**config.mk**
```make
export PLATFORM = sky130hd
export DESIGN_NAME = baro_pressure_temperature_compensation_flat
export DESIGN_NICKNAME = d
export VERILOG_FILES = /design/src/bpc_pkg.sv /design/src/bpc_channels.sv /design/src/bpc_mul.sv /design/src/baro_pressure_temperature_compensation.sv /design/src/flat_wrapper.sv
export SDC_FILE = /design/constraint.sdc
export NUM_CORES = 2
export LEC_CHECK = 0
export BUFFER_PORTS_ARGS = -buffer_cell sky130_fd_sc_hd__buf_2
export CORE_MARGIN = 1
export CORE_UTILIZATION = 35
export DETAILED_ROUTE_END_ITERATION = 8
export SETUP_SLACK_MARGIN = 0.4
export SKIP_CTS_REPAIR_TIMING = 1
export SLEW_MARGIN = 10
export SYNTH_ARGS = -nofsm -noshare
export SYNTH_HDL_FRONTEND = slang
export SYNTH_SLANG_ARGS = --single-unit
```
**constraint.sdc**
```tcl
create_clock -name clock -period 12.5 [get_ports clock]
set_input_delay 2.5 -clock clock [delete_from_list [all_inputs] [get_ports clock]]
set_output_delay 2.5 -clock clock [all_outputs]
set_load 0.005 [all_outputs]
```
**src/bpc_pkg.sv**
```systemverilog
// bpc_pkg: shared constants, codes and types for the barometer compensation block
// no dependencies; imported by the channel interfaces, the multiplier and the top level
package bpc_pkg;

   localparam int RAW_W      = 24;
   localparam int CAL_W      = 16;
   localparam int CAL_COUNT  = 6;
   localparam int CSR_IDX_W  = 3;
   localparam int DELTA_W    = 26;
   localparam int T1_W       = 19;
   localparam int TEMP_W     = 20;
   localparam int PRES_W     = 27;
   localparam int ACC_W      = 40;

   // shared multiplier geometry
   localparam int MUL_A_W    = 40;
   localparam int DIGIT_W    = 8;
   localparam int MUL_DIGITS = 4;
   localparam int MUL_B_W    = DIGIT_W * MUL_DIGITS;
   localparam int PROD_W     = 64;
   localparam int PART_W     = MUL_A_W + DIGIT_W + 1;
   localparam int MUL_CNT_W  = $clog2(MUL_DIGITS);

   // temperature thresholds in hundredths of a degree
   localparam int T_REF      = 2000;
   localparam int T_LOW      = -1500;

   // scaling shifts
   localparam int REF_TEMP_SHIFT = 8;
   localparam int T1_SHIFT       = 23;
   localparam int T2_SHIFT       = 31;
   localparam int OFF_BASE_SHIFT = 16;
   localparam int OFF_COEF_SHIFT = 7;
   localparam int SENS_BASE_SHIFT = 15;
   localparam int SENS_COEF_SHIFT = 8;
   localparam int PROD_SHIFT     = 21;
   localparam int PRES_SHIFT     = 15;

   localparam logic OP_PRESSURE    = 1'b0;
   localparam logic OP_TEMPERATURE = 1'b1;

   typedef enum logic [CSR_IDX_W-1:0] {
      CSR_PRESSURE_SENS    = 3'd0,
      CSR_PRESSURE_OFFSET  = 3'd1,
      CSR_SENS_TEMP_COEF   = 3'd2,
      CSR_OFFSET_TEMP_COEF = 3'd3,
      CSR_REF_TEMP         = 3'd4,
      CSR_TEMP_SLOPE       = 3'd5
   } csr_index_type;

   typedef struct packed {
      logic                        start;
      logic signed [MUL_A_W-1:0]   a;
      logic signed [MUL_B_W-1:0]   b;
   } mul_cmd_type;

   typedef struct packed {
      logic                        done;
      logic signed [PROD_W-1:0]    product;
   } mul_sts_type;

endpackage

```
**src/bpc_channels.sv**
```systemverilog
// bpc channel interfaces: request, response and csr write channels
// depends on bpc_pkg for field widths
interface bpc_req_if import bpc_pkg::*; ();
   logic             valid;
   logic             ready;
   logic             op;
   logic [RAW_W-1:0] raw_reading;
   modport source (output valid, op, raw_reading, input ready);
   modport sink   (input valid, op, raw_reading, output ready);
endinterface

interface bpc_rsp_if import bpc_pkg::*; ();
   logic                     valid;
   logic                     ready;
   logic                     kind;
   logic signed [TEMP_W-1:0] temp_centideg;
   logic signed [PRES_W-1:0] pressure_pa;
   modport source (output valid, kind, temp_centideg, pressure_pa, input ready);
   modport sink   (input valid, kind, temp_centideg, pressure_pa, output ready);
endinterface

interface bpc_csr_if import bpc_pkg::*; ();
   logic                 valid;
   logic                 ready;
   logic [CSR_IDX_W-1:0] index;
   logic [CAL_W-1:0]     data;
   modport source (output valid, index, data, input ready);
   modport sink   (input valid, index, data, output ready);
endinterface

```
**src/bpc_mul.sv**
```systemverilog
// bpc_mul: shared signed multiplier, one 8-bit digit of b per cycle, msb digit first
// depends on bpc_pkg for widths and the command/status structs
module bpc_mul import bpc_pkg::*; (
   input  logic        clock,
   input  logic        reset,
   input  mul_cmd_type cmd,
   output mul_sts_type sts
);

   logic signed [MUL_A_W-1:0] a_ff;
   logic [MUL_B_W-1:0]        b_ff;
   logic signed [PROD_W-1:0]  acc_ff;
   logic [MUL_CNT_W-1:0]      cnt_ff;
   logic                      busy_ff;
   logic                      first_ff;
   logic                      done_ff;

   logic signed [PART_W-1:0]  a_ext;
   logic signed [PART_W-1:0]  digit_ext;
   logic signed [PART_W-1:0]  partial;
   logic signed [PROD_W-1:0]  acc_in;

   always_comb begin
      a_ext = PART_W'(a_ff);
      // top digit carries the sign of b, the rest are unsigned
      if (first_ff) begin
         digit_ext = PART_W'($signed(b_ff[MUL_B_W-1 -: DIGIT_W]));
      end else begin
         digit_ext = $signed({{(PART_W-DIGIT_W){1'b0}}, b_ff[MUL_B_W-1 -: DIGIT_W]});
      end
      partial = a_ext * digit_ext;
      acc_in  = (acc_ff <<< DIGIT_W) + PROD_W'(partial);
   end

   always_ff @(posedge clock) begin
      if (reset) begin
         busy_ff  <= 1'b0;
         done_ff  <= 1'b0;
         first_ff <= 1'b0;
         cnt_ff   <= '0;
      end else begin
         done_ff <= 1'b0;
         if (cmd.start) begin
            a_ff     <= cmd.a;
            b_ff     <= cmd.b;
            acc_ff   <= '0;
            cnt_ff   <= '0;
            busy_ff  <= 1'b1;
            first_ff <= 1'b1;
         end else if (busy_ff) begin
            acc_ff   <= acc_in;
            b_ff     <= b_ff << DIGIT_W;
            first_ff <= 1'b0;
            cnt_ff   <= cnt_ff + 1'b1;
            if (cnt_ff == MUL_CNT_W'(MUL_DIGITS - 1)) begin
               busy_ff <= 1'b0;
               done_ff <= 1'b1;
            end
         end
      end
   end

   assign sts.done    = done_ff;
   assign sts.product = acc_ff;

endmodule

```
**src/baro_pressure_temperature_compensation.sv**
```systemverilog
// barometer compensation top level: sequencer, calibration registers and result register
// depends on bpc_pkg, the bpc channel interfaces and bpc_mul
// a temperature response follows the dT, first-order and second-order temperature steps;
// a pressure response follows the offset, sensitivity, optional low-temperature and pressure
// multiplies; one request at a time, paced by the single shared digit-serial multiplier,
// and a new request is taken while a response still waits
// synchronous reset clears calibration words, stored temperature and pressure to zero
module baro_pressure_temperature_compensation import bpc_pkg::*; (
   input logic      clock,
   input logic      reset,
   bpc_req_if.sink  req_chan,
   bpc_rsp_if.source rsp_chan,
   bpc_csr_if.sink  csr_chan
);

   typedef enum logic [3:0] {
      S_IDLE,
      S_TEMP_DT,
      S_TEMP_T1,
      S_TEMP_TC,
      S_PRES_OFF,
      S_PRES_SENS,
      S_PRES_SQ,
      S_PRES_SQ2,
      S_PRES_P,
      S_OUT
   } state_type;

   state_type state_ff;

   // calibration words
   logic [CAL_W-1:0] cal_ff [CAL_COUNT];

   // stored state carried between requests
   logic signed [DELTA_W-1:0] temp_delta_ff;
   logic signed [T1_W-1:0]    first_order_temp_ff;
   logic signed [TEMP_W-1:0]  compensated_temp_ff;
   logic signed [PRES_W-1:0]  last_pressure_ff;

   // per-request working registers
   logic             op_ff;
   logic [RAW_W-1:0] raw_ff;
   logic signed [ACC_W-1:0] off_ff;
   logic signed [ACC_W-1:0] sens_ff;

   // response register
   logic                     rsp_valid_ff;
   logic                     rsp_kind_ff;
   logic signed [TEMP_W-1:0] rsp_temp_ff;
   logic signed [PRES_W-1:0] rsp_pres_ff;

   mul_cmd_type mul_cmd_ff;
   mul_sts_type mul_sts;

   bpc_mul u_mul (
      .clock (clock),
      .reset (reset),
      .cmd   (mul_cmd_ff),
      .sts   (mul_sts)
   );

   // csr writes, indexes beyond the list are dropped
   assign csr_chan.ready = 1'b1;

   always_ff @(posedge clock) begin
      if (reset) begin
         for (int i = 0; i < CAL_COUNT; i++) begin
            cal_ff[i] <= '0;
         end
      end else if (csr_chan.valid) begin
         unique case (csr_chan.index)
            CSR_PRESSURE_SENS:    cal_ff[CSR_PRESSURE_SENS]    <= csr_chan.data;
            CSR_PRESSURE_OFFSET:  cal_ff[CSR_PRESSURE_OFFSET]  <= csr_chan.data;
            CSR_SENS_TEMP_COEF:   cal_ff[CSR_SENS_TEMP_COEF]   <= csr_chan.data;
            CSR_OFFSET_TEMP_COEF: cal_ff[CSR_OFFSET_TEMP_COEF] <= csr_chan.data;
            CSR_REF_TEMP:         cal_ff[CSR_REF_TEMP]         <= csr_chan.data;
            CSR_TEMP_SLOPE:       cal_ff[CSR_TEMP_SLOPE]       <= csr_chan.data;
            default: ;
         endcase
      end
   end

   // datapath around the multiplier result
   logic signed [PROD_W-1:0]  prod;
   logic signed [DELTA_W-1:0] dt_calc;
   logic signed [PROD_W-1:0]  t1_ext;
   logic signed [PROD_W-1:0]  t1_wide;
   logic signed [PROD_W-1:0]  tc_wide;
   logic signed [PROD_W-1:0]  d_wide;
   logic signed [PROD_W-1:0]  e_wide;
   logic signed [PROD_W-1:0]  off_base;
   logic signed [PROD_W-1:0]  sens_base;
   logic signed [PROD_W-1:0]  five_sq;
   logic signed [PROD_W-1:0]  off_sq;
   logic signed [PROD_W-1:0]  sens_sq;
   logic signed [PROD_W-1:0]  seven_sq2;
   logic signed [PROD_W-1:0]  eleven_sq2;
   logic signed [PROD_W-1:0]  off_sq2;
   logic signed [PROD_W-1:0]  sens_sq2;
   logic signed [PROD_W-1:0]  pres_wide;
   logic                      t1_cold;
   logic                      t1_frigid;

   always_comb begin
      prod    = mul_sts.product;
      // dt = raw - c5 * 256
      dt_calc = $signed({2'b00, raw_ff})
              - $signed({2'b00, cal_ff[CSR_REF_TEMP], {REF_TEMP_SHIFT{1'b0}}});
      t1_wide = PROD_W'(T_REF) + (prod >>> T1_SHIFT);
      t1_ext  = PROD_W'(first_order_temp_ff);
      t1_cold   = t1_ext < PROD_W'(T_REF);
      t1_frigid = t1_ext < PROD_W'(T_LOW);
      // square correction, dt^2 is never negative
      tc_wide = t1_ext - (prod >>> T2_SHIFT);
      d_wide  = t1_ext - PROD_W'(T_REF);
      e_wide  = t1_ext - PROD_W'(T_LOW);

      off_base  = ($signed(PROD_W'(cal_ff[CSR_PRESSURE_OFFSET])) <<< OFF_BASE_SHIFT)
                + (prod >>> OFF_COEF_SHIFT);
      sens_base = ($signed(PROD_W'(cal_ff[CSR_PRESSURE_SENS])) <<< SENS_BASE_SHIFT)
                + (prod >>> SENS_COEF_SHIFT);

      // second order below 20 C: off -= 5*sq/2, sens -= 5*sq/4
      five_sq = (prod <<< 2) + prod;
      off_sq  = PROD_W'(off_ff) - (five_sq >>> 1);
      sens_sq = PROD_W'(sens_ff) - (five_sq >>> 2);

      // further below -15 C: off -= 7*sq2, sens -= 11*sq2/2
      seven_sq2  = (prod <<< 3) - prod;
      eleven_sq2 = (prod <<< 3) + (prod <<< 1) + prod;
      off_sq2    = PROD_W'(off_ff) - seven_sq2;
      sens_sq2   = PROD_W'(sens_ff) - (eleven_sq2 >>> 1);

      pres_wide = ((prod >>> PROD_SHIFT) - PROD_W'(off_ff)) >>> PRES_SHIFT;
   end

   assign req_chan.ready = (state_ff == S_IDLE);

   // sequencer: each step launches the next multiply when the previous one is done
   always_ff @(posedge clock) begin
      if (reset) begin
         state_ff            <= S_IDLE;
         rsp_valid_ff        <= 1'b0;
         mul_cmd_ff.start    <= 1'b0;
         temp_delta_ff       <= '0;
         first_order_temp_ff <= '0;
         compensated_temp_ff <= '0;
         last_pressure_ff    <= '0;
      end else begin
         mul_cmd_ff.start <= 1'b0;
         if (rsp_valid_ff && rsp_chan.ready) begin
            rsp_valid_ff <= 1'b0;
         end
         unique case (state_ff)
            S_IDLE: begin
               if (req_chan.valid) begin
                  op_ff  <= req_chan.op;
                  raw_ff <= req_chan.raw_reading;
                  if (req_chan.op == OP_TEMPERATURE) begin
                     state_ff <= S_TEMP_DT;
                  end else begin
                     // offset coefficient times the stored dt
                     mul_cmd_ff.start <= 1'b1;
                     mul_cmd_ff.a     <= MUL_A_W'(cal_ff[CSR_OFFSET_TEMP_COEF]);
                     mul_cmd_ff.b     <= MUL_B_W'(temp_delta_ff);
                     state_ff         <= S_PRES_OFF;
                  end
               end
            end
            S_TEMP_DT: begin
               temp_delta_ff    <= dt_calc;
               mul_cmd_ff.start <= 1'b1;
               mul_cmd_ff.a     <= MUL_A_W'(cal_ff[CSR_TEMP_SLOPE]);
               mul_cmd_ff.b     <= MUL_B_W'(dt_calc);
               state_ff         <= S_TEMP_T1;
            end
            S_TEMP_T1: begin
               if (mul_sts.done) begin
                  first_order_temp_ff <= t1_wide[T1_W-1:0];
                  mul_cmd_ff.start    <= 1'b1;
                  mul_cmd_ff.a        <= MUL_A_W'(temp_delta_ff);
                  mul_cmd_ff.b        <= MUL_B_W'(temp_delta_ff);
                  state_ff            <= S_TEMP_TC;
               end
            end
            S_TEMP_TC: begin
               if (mul_sts.done) begin
                  if (t1_cold) begin
                     compensated_temp_ff <= tc_wide[TEMP_W-1:0];
                  end else begin
                     compensated_temp_ff <= TEMP_W'(first_order_temp_ff);
                  end
                  state_ff <= S_OUT;
               end
            end
            S_PRES_OFF: begin
               if (mul_sts.done) begin
                  off_ff           <= off_base[ACC_W-1:0];
                  mul_cmd_ff.start <= 1'b1;
                  mul_cmd_ff.a     <= MUL_A_W'(cal_ff[CSR_SENS_TEMP_COEF]);
                  mul_cmd_ff.b     <= MUL_B_W'(temp_delta_ff);
                  state_ff         <= S_PRES_SENS;
               end
            end
            S_PRES_SENS: begin
               if (mul_sts.done) begin
                  sens_ff          <= sens_base[ACC_W-1:0];
                  mul_cmd_ff.start <= 1'b1;
                  if (t1_cold) begin
                     mul_cmd_ff.a <= d_wide[MUL_A_W-1:0];
                     mul_cmd_ff.b <= d_wide[MUL_B_W-1:0];
                     state_ff     <= S_PRES_SQ;
                  end else begin
                     mul_cmd_ff.a <= sens_base[MUL_A_W-1:0];
                     mul_cmd_ff.b <= MUL_B_W'(raw_ff);
                     state_ff     <= S_PRES_P;
                  end
               end
            end
            S_PRES_SQ: begin
               if (mul_sts.done) begin
                  off_ff           <= off_sq[ACC_W-1:0];
                  sens_ff          <= sens_sq[ACC_W-1:0];
                  mul_cmd_ff.start <= 1'b1;
                  if (t1_frigid) begin
                     mul_cmd_ff.a <= e_wide[MUL_A_W-1:0];
                     mul_cmd_ff.b <= e_wide[MUL_B_W-1:0];
                     state_ff     <= S_PRES_SQ2;
                  end else begin
                     mul_cmd_ff.a <= sens_sq[MUL_A_W-1:0];
                     mul_cmd_ff.b <= MUL_B_W'(raw_ff);
                     state_ff     <= S_PRES_P;
                  end
               end
            end
            S_PRES_SQ2: begin
               if (mul_sts.done) begin
                  off_ff           <= off_sq2[ACC_W-1:0];
                  mul_cmd_ff.start <= 1'b1;
                  mul_cmd_ff.a     <= sens_sq2[MUL_A_W-1:0];
                  mul_cmd_ff.b     <= MUL_B_W'(raw_ff);
                  state_ff         <= S_PRES_P;
               end
            end
            S_PRES_P: begin
               if (mul_sts.done) begin
                  last_pressure_ff <= pres_wide[PRES_W-1:0];
                  state_ff         <= S_OUT;
               end
            end
            S_OUT: begin
               // load the response once the previous one has left
               if (!rsp_valid_ff || rsp_chan.ready) begin
                  rsp_valid_ff <= 1'b1;
                  rsp_kind_ff  <= op_ff;
                  rsp_temp_ff  <= compensated_temp_ff;
                  rsp_pres_ff  <= last_pressure_ff;
                  state_ff     <= S_IDLE;
               end
            end
            default: state_ff <= S_IDLE;
         endcase
      end
   end

   assign rsp_chan.valid         = rsp_valid_ff;
   assign rsp_chan.kind          = rsp_kind_ff;
   assign rsp_chan.temp_centideg = rsp_temp_ff;
   assign rsp_chan.pressure_pa   = rsp_pres_ff;

endmodule

```
**src/flat_wrapper.sv**
```systemverilog
// flat-port wrapper written by rule: the top's interface ports become plain ports
module baro_pressure_temperature_compensation_flat import bpc_pkg::*;
  (clock, reset, req_chan_valid, req_chan_op, req_chan_raw_reading, req_chan_ready, rsp_chan_valid, rsp_chan_kind, rsp_chan_temp_centideg, rsp_chan_pressure_pa, rsp_chan_ready, csr_chan_valid, csr_chan_index, csr_chan_data, csr_chan_ready);
  bpc_req_if req_chan_i ();
  bpc_rsp_if rsp_chan_i ();
  bpc_csr_if csr_chan_i ();
  input logic clock;
  input logic reset;
  input wire logic [$bits(req_chan_i.valid)-1:0] req_chan_valid;
  input wire logic [$bits(req_chan_i.op)-1:0] req_chan_op;
  input wire logic [$bits(req_chan_i.raw_reading)-1:0] req_chan_raw_reading;
  output wire logic [$bits(req_chan_i.ready)-1:0] req_chan_ready;
  output wire logic [$bits(rsp_chan_i.valid)-1:0] rsp_chan_valid;
  output wire logic [$bits(rsp_chan_i.kind)-1:0] rsp_chan_kind;
  output wire logic [$bits(rsp_chan_i.temp_centideg)-1:0] rsp_chan_temp_centideg;
  output wire logic [$bits(rsp_chan_i.pressure_pa)-1:0] rsp_chan_pressure_pa;
  input wire logic [$bits(rsp_chan_i.ready)-1:0] rsp_chan_ready;
  input wire logic [$bits(csr_chan_i.valid)-1:0] csr_chan_valid;
  input wire logic [$bits(csr_chan_i.index)-1:0] csr_chan_index;
  input wire logic [$bits(csr_chan_i.data)-1:0] csr_chan_data;
  output wire logic [$bits(csr_chan_i.ready)-1:0] csr_chan_ready;
  assign req_chan_i.valid = req_chan_valid;
  assign req_chan_i.op = req_chan_op;
  assign req_chan_i.raw_reading = req_chan_raw_reading;
  assign req_chan_ready = req_chan_i.ready;
  assign rsp_chan_valid = rsp_chan_i.valid;
  assign rsp_chan_kind = rsp_chan_i.kind;
  assign rsp_chan_temp_centideg = rsp_chan_i.temp_centideg;
  assign rsp_chan_pressure_pa = rsp_chan_i.pressure_pa;
  assign rsp_chan_i.ready = rsp_chan_ready;
  assign csr_chan_i.valid = csr_chan_valid;
  assign csr_chan_i.index = csr_chan_index;
  assign csr_chan_i.data = csr_chan_data;
  assign csr_chan_ready = csr_chan_i.ready;
  baro_pressure_temperature_compensation u_core (.clock(clock), .reset(reset), .req_chan(req_chan_i), .rsp_chan(rsp_chan_i), .csr_chan(csr_chan_i));
endmodule
```
# Word-level counts from Yosys, hierarchy flattened
# Memories as Yosys holds them, arrays and structs flattened.
# Index checks and enable logic that the tools add are counted.
[word_totals] mem_bits_rw=96 regBits=463 out_inout_bits=51 wordCells=175 inputBits=49 memories=1
[mem_list] name="u_core.cal_ff" words=6 word_bits=16 read_ports=6 rd_clocked_by_memory_dff=0 write_ports=6 line="baro_pressure_temperature_compensation.sv:32" text="logic [CAL_W-1:0] cal_ff [CAL_COUNT];"
[op_classes] n_bitwise=8 n_eq_ne=24 n_mul=1 order_cmp=2 n_reduce_logical=23 muxes=75 add_sub_neg=18
[ops] operator="$mux 73" n=7
[ops] operator="$pmux 73 s7" n=1
[ops] operator="$mux 40" n=5
[ops] operator="$sub 40x40->40" n=5
[ops] operator="$mux 72" n=2
[ops] operator="$pmux 40 s3" n=1
[ops] operator="$mux 16" n=6
[ops] operator="$add 41x41->41" n=2
[ops] operator="$pmux 40 s2" n=1
[ops] operator="$mux 32" n=2
[ops] operator="$add 63x49->63" n=1
[ops] operator="$mux 63" n=1
[ops] operator="$mul 40x49->49" n=1
[ops] operator="$mux 49" n=1
[ops] operator="$add 42x42->42" n=1
[ops] operator="$sub 42x40->42" n=1
[ops] operator="$add 32x40->40" n=1
[ops] operator="$add 33x40->40" n=1
[ops] operator="$mux 4" n=10
[ops] operator="$sub 19x12->20 const B" n=2
[ops] operator="$lt 19x12->1 const B" n=2
[ops] operator="$pmux 4 s9" n=1
[ops] operator="$mux 1" n=35
[ops] operator="$sub 24x24->25" n=1
[ops] operator="33 further kinds" n=60

# Depth between registers and ports, before layout
[logic_depth] ltp_word=6 mapped_depth=48 mapped_depth_nobuf=46

# By module
# A second synthesis with hierarchy kept.
[unflattened] hier_cells=6864 hier_area_um2=63340.7
[modules_own_cells] module="baro_pressure_temperature_compensation" cells_per_inst=4114 instances=1 seq_area_each_um2=11370.9 area_per_inst_um2=36336.1
[modules_own_cells] module="bpc_mul" cells_per_inst=2750 instances=1 seq_area_each_um2=4184.0 area_per_inst_um2=27004.6

# Worst setup path after synthesis
# OpenSTA, ideal clock, no wires.
[synth_path] path_type="register -> register" startpoint="register u_core.u_mul.b_ff[31]" endpoint="register u_core.u_mul.acc_ff[62] (data pin)" setup_ns=0.266 required_time_ns=12.234 arrival_time_ns=11.235 path_stages_with_launch=44 path_slack_ns=0.999 period_less_slack_ns=11.501 n_path_buf=3 cell_sequence="edfxtp_1 -> clkbuf_1 -> and2_1 -> clkbuf_1 -> clkbuf_1 -> nand2_1 -> fa_1 -> inv_1 -> fa_1 -> fa_1 -> ha_1 -> xnor2_1 -> inv_1 -> ha_1 -> fa_1 -> fa_1 -> inv_1 -> fa_1 -> (+8 left out) -> a31o_2 -> a2111o_1 -> a31o_2 -> a21oi_1 -> xnor2_1 -> ha_1 -> a21o_1 -> a21o_1 -> a21oi_1 -> nor2b_1 -> o21ai_0 -> nand2b_1 -> a21oi_1 -> o21ai_0 -> a311o_1 -> o311ai_1 -> xnor2_1 -> nor2_1"
[synth_between] elab_chain_len=4
[synth_rtl] item="start, declared" line="bpc_mul.sv:11" text="logic [MUL_B_W-1:0] b_ff;"
[synth_rtl] item="start signal, assigned" line="bpc_mul.sv:45" text="b_ff <= cmd.b;"
[synth_rtl] item="start signal, assigned" line="bpc_mul.sv:52" text="b_ff <= b_ff << DIGIT_W;"
[synth_rtl] item="$mux 49" line="bpc_mul.sv:26" text="if (first_ff) begin"
[synth_rtl] item="$mul 40x49->49" line="bpc_mul.sv:31" text="partial = a_ext * digit_ext;"
[synth_rtl] item="$add 63x49->63" line="bpc_mul.sv:32" text="acc_in = (acc_ff <<< DIGIT_W) + PROD_W'(partial);"
[synth_rtl] item="$mux 63" line="bpc_mul.sv:50" text="end else if (busy_ff) begin"
[synth_rtl] item="end signal, assigned" line="bpc_mul.sv:51" text="acc_ff <= acc_in;"
[synth_rtl] item="end, declared" line="bpc_mul.sv:12" text="logic signed [PROD_W-1:0] acc_ff;"
# No other way between the ends. The select of a mux whose other input is x is not followed.
# A chain may end at the register's enable or synchronous reset.

# Worst setup path in the final report
[layout_path] startpoint="register u_core.u_mul.first_ff" endpoint="register u_core.u_mul.acc_ff[58] (data pin)"
[layout_between] elab_chain_len=4
[layout_rtl] item="start, declared" line="bpc_mul.sv:15" text="logic first_ff;"
[layout_rtl] item="start signal, assigned" line="bpc_mul.sv:39" text="first_ff <= 1'b0;"
[layout_rtl] item="start signal, assigned" line="bpc_mul.sv:49" text="first_ff <= 1'b1;"
[layout_rtl] item="start signal, assigned" line="bpc_mul.sv:53" text="first_ff <= 1'b0;"
[layout_rtl] item="$mux 49" line="bpc_mul.sv:26"
[layout_rtl] item="$mul 40x49->49" line="bpc_mul.sv:31"
[layout_rtl] item="$add 63x49->63" line="bpc_mul.sv:32"
[layout_rtl] item="$mux 63" line="bpc_mul.sv:50"
# No other way between the ends. The select of a mux whose other input is x is not followed.

==> out/metrics.sh <==
WORSTPATHARRIVAL_NS=11.76
CTS-HTREE-LEVELS=3
CLK_LATENCY_NS=0.68
ROWS=154
ANTENNA_VIOLATING_NETS_POST_ROUTE=0
LAYOUT_COMMON_CELLS='sky130_fd_sc_hd__inv_1 (865), sky130_fd_sc_hd__ha_1 (624), sky130_fd_sc_hd__fa_1 (550)'
ROUTED.TOP_LAYER='met5'
POST-DP-HPWL_MM=154
YOSYS_CELL_TYPES=96
GRT_FIRST_PASS_WIRELENGTH_MM=301
ROOT_BUFFER='sky130_fd_sc_hd__clkbuf_16'
GRT_REMAINING_OVERFLOW=0
AREAGROWTHSYNTHTOFINISH_PCT=9.31
YS_FF_LATCH=551
REG2REG_SLACK_NS=1.17
FIN_CRIT_NS=11.33
HOLD_PATH.STARTPOINT='u_core.mul_cmd_ff[43]$_DFFE_PP_'
CLK_PIN_SLEW_WORST_PATHS_NS=0.06
STATUS='finished clean'
MAX_SLEW.WORST_PIN.SLEW_NS=1.24
FMAX_MHz=88.2
CLOCK_SINK_COUNT=551
NUM-FILL-CELLS=17600
WORSTHOLDPATHTYPE='flip-flop to flip-flop'
FINAL_WEIGHTED_CONGESTION_IN_ROUTABILITY_DRIVEN_PLACEMENT=0.949
CORE-AREA_SQ_UM=177000
SYNTHESIS.YOSYS.WARNINGS=0
CTS_BUFFER_COUNT=68
SEQ_AREA_FRAC_SYNTH_PCT=24.9
MET2ROUTEDLENGTH_MM=86.5
CRIT_PATH_END_KIND='flip-flop'
FIN_WORST_SKEW_NS=0.0289
NUMPORTBUFFERS=98
DIE_AREA_SQ_UM=180000
GRT_PASS1_VIAS=50100
DIE_WIDTH_UM=424
WORST_EP_REQUIRED_TIME_NS=12.92
FIN_NETS=8028
IOPINCOUNT=100
LAYOUT_WORST_PATH_CYCLE_SHARE_PCT=90.7
CRITICAL_PATH_PEAK_FANOUT=27
CRITICAL_PATH.MOST_COMMON_CELL='sky130_fd_sc_hd__fa_1'
SYNTHFLOPTYPE='sky130_fd_sc_hd__edfxtp_1'
OVERALL_VIA_COUNT_FROM_DETAIL_ROUTE=49500
ROUTED_VIA_DENSITY=5.38
DIE-HEIGHT_UM=424
DETAIL_ROUTE.WIRELENGTH_MM=195
DRV_CAP=0
SYNTH_CELLS=6752
POST_SYNTHESIS_MEAN_INSTANCE_AREA_SQ_UM=9.24
LAYOUT-DRIVE-GT1-SHARE_PCT=6.01
TIMING.HOLD.WORST_PATH_DEPTH=0
CP-START-KIND='flip-flop'
CRITICAL_PATH_CLASS='flip-flop to flip-flop'
YS_ASYNC_SR_FRACTION_PCT=0
MAX_STAGE_DELAY_NS=0.70
HOLD_FAILS_FINAL_RPT=0
SYNTH_EDF_COUNT=449
AVGROUTEDWIREPERCELL_UM=21.2
NETLIST_AREA_SQ_UM=62400
RR_WORST_DEPTH=40
RR_ENDPOINT='u_core.u_mul.acc_ff[58]$_SDFFCE_PP0P_'
CTS_TREE='built'
CTS_BUFFER_DEPTH=3
MOSTFREQUENTLAYOUTCELL='sky130_fd_sc_hd__inv_1'
FINALSETUPVIOLATIONS=0
TOTAL_NEGATIVE_SETUP_SLACK_NS=0
DRC_VIOLATION_TOTAL_AFTER_THE_FIRST_TRITONROUTE_ITERATION=3856
INITIAL_ANTENNA_VIOLATION_COUNT=6
SYNTH_NETS=7978
DRTPASS1ITERATIONS=6
WL_MET1_MM=88.4
SLEW_VIOL_FINAL=0
R2R-START='u_core.u_mul.first_ff$_SDFFE_PP0N_'
DR_WL_MET3_MM=13.5
CRITICAL_PATH.SLOWEST_CELL='sky130_fd_sc_hd__fa_2'
GRT_MAX_DEGREE=66
RSZ0062_AT_GRT='no'
DRCVIOLATIONCOUNT=0
MAXSLEWHEADROOM_PCT=17.0
INITIAL_UTILIZATION_PCT=35.3
GRT_USAGE_PCT=21.7
HOLD_END='u_core.u_mul.a_ff[11]$_DFFE_PP_'
## cell type report
type                       count  area (sq um)  share of cell area (%)
clock buffer                  80          1840                    2.70
multi-input combinational   5116         42900                    63.0
antenna                        1          2.50                 0.00367
tap                         2340          2930                    4.29
sequential                   551         15500                    22.8
inverter                     871          3270                    4.80
clock inverter                45           470                   0.690
timing repair buffer         194          1230                    1.80
## stage by stage
step	utilization, %	instance area, sq um	hold slack (ns)	setup WS, ns	std cells
finish	38.6	68200	0.418	1.17	9198
detailed placement	37.3	65800	0.405	0.789	9066
CTS	38.6	68100	0.418	0.715	9191
global placement	37.2	65800	0.402	0.791	9065
floorplan	-	62400	0.400	0.999	6752
global route	38.6	68200	0.422	0.412	9197
## worst max path at each step
stage | start | endpoint | slack (ns) | cells after the start
detailed placement | u_core.u_mul.first_ff$_SDFFE_PP0N_ | u_core.u_mul.acc_ff[62]$_SDFFCE_PP0P_ | 0.79 | 40
finish | u_core.u_mul.first_ff$_SDFFE_PP0N_ | u_core.u_mul.acc_ff[58]$_SDFFCE_PP0P_ | 1.17 | 40
CTS | u_core.u_mul.first_ff$_SDFFE_PP0N_ | u_core.u_mul.acc_ff[62]$_SDFFCE_PP0P_ | 0.72 | 40
floorplan | u_core.u_mul.b_ff[31]$_DFFE_PP_ | u_core.u_mul.acc_ff[62]$_SDFFCE_PP0P_ | 1.0 | 43
global placement | u_core.u_mul.first_ff$_SDFFE_PP0N_ | u_core.u_mul.acc_ff[62]$_SDFFCE_PP0P_ | 0.79 | 36
global route | u_core.u_mul.first_ff$_SDFFE_PP0N_ | u_core.u_mul.acc_ff[58]$_SDFFCE_PP0P_ | 0.41 | 38
## metal layers
| metal | up-vias | track usage (%) |
|---|---|---|
| li1 | 23300 | - |
| met1 | 24400 | 30.5 |
| met2 | 1578 | 34.3 |
| met3 | 252 | 2.90 |
| met4 | 6 | 7.27 |
| met5 | - | 0 |
## flip-flops by register name, indices dropped and copies added, names as in the netlist, 2 cells and up
register,cells
u_core.compensated_temp_ff,20
u_core.u_mul.a_ff,40
u_core.u_mul.acc_ff,63
u_core.temp_delta_ff,25
u_core.last_pressure_ff,27
u_core.sens_ff,40
u_core.rsp_chan.temp_centideg,20
u_core.raw_ff,24
u_core.state_ff,4
u_core.off_ff,40
u_core.cal_ff,96
u_core.first_order_temp_ff,19
u_core.u_mul.b_ff,32
u_core.u_mul.cnt_ff,2
u_core.rsp_chan.pressure_pa,27
u_core.mul_cmd_ff,66
## critical path, delay by kind of cell, from the launching register on
family / cells / cell delay [ns]
adder cells (fa/ha/maj): 10 / 5.25
AO/OA/AOI/OAI: 15 / 3.21
buffers and inverters: 9 / 1.12
AND/OR/NAND/NOR: 5 / 1.05
flip-flops: 1 / 0.37
XOR/XNOR: 1 / 0.08
## cells in the mapped netlist (15+ instances only)
master / n / area (sq um)
sky130_fd_sc_hd__a211o_1: 21 / 184
sky130_fd_sc_hd__a211oi_1: 71 / 533
sky130_fd_sc_hd__a21boi_0: 16 / 120
sky130_fd_sc_hd__a21o_1: 203 / 1520
sky130_fd_sc_hd__a21oi_1: 473 / 2370
sky130_fd_sc_hd__a221oi_1: 15 / 131
sky130_fd_sc_hd__a222oi_1: 18 / 180
sky130_fd_sc_hd__a22o_1: 17 / 149
sky130_fd_sc_hd__a311oi_1: 15 / 131
sky130_fd_sc_hd__a31oi_1: 40 / 250
sky130_fd_sc_hd__and2_1: 351 / 2200
sky130_fd_sc_hd__and3_1: 54 / 338
sky130_fd_sc_hd__buf_1: 17 / 63.8
sky130_fd_sc_hd__clkbuf_1: 194 / 728
sky130_fd_sc_hd__dfxtp_1: 102 / 2040
sky130_fd_sc_hd__edfxtp_1: 449 / 13500
sky130_fd_sc_hd__fa_1: 551 / 11000
sky130_fd_sc_hd__ha_1: 626 / 7830
sky130_fd_sc_hd__inv_1: 866 / 3250
sky130_fd_sc_hd__mux2_2: 19 / 214
sky130_fd_sc_hd__mux2i_1: 32 / 320
sky130_fd_sc_hd__nand2_1: 506 / 1900
sky130_fd_sc_hd__nand2b_1: 63 / 394
sky130_fd_sc_hd__nand3_1: 98 / 490
sky130_fd_sc_hd__nand4_1: 33 / 206
sky130_fd_sc_hd__nor2_1: 390 / 1460
sky130_fd_sc_hd__nor2b_1: 85 / 532
sky130_fd_sc_hd__nor3_1: 110 / 551
sky130_fd_sc_hd__nor4_1: 16 / 100
sky130_fd_sc_hd__o211ai_1: 37 / 278
sky130_fd_sc_hd__o21a_1: 58 / 435
sky130_fd_sc_hd__o21ai_0: 358 / 1790
sky130_fd_sc_hd__o21bai_1: 60 / 450
sky130_fd_sc_hd__o31ai_1: 22 / 165
sky130_fd_sc_hd__or3_1: 43 / 269
sky130_fd_sc_hd__xnor2_1: 299 / 2620
sky130_fd_sc_hd__xor2_1: 175 / 1530
## logic make-up after synthesis
kind of cell | count (synthesis) | synth area share [%]
flops | 551 | 24.9
fa+ha+maj | 1180 | 30.3
mux | 51 | 0.856
xor+xnor | 475 | 6.68
simple gates | 1816 | 14.4
buf+inv | 1085 | 6.54
other cells | 1 | 0.00601
compound gates | 1593 | 16.4
Power is not shown: default switching activity piles up to over one toggle a cycle in this logic, so the estimate is an artifact.
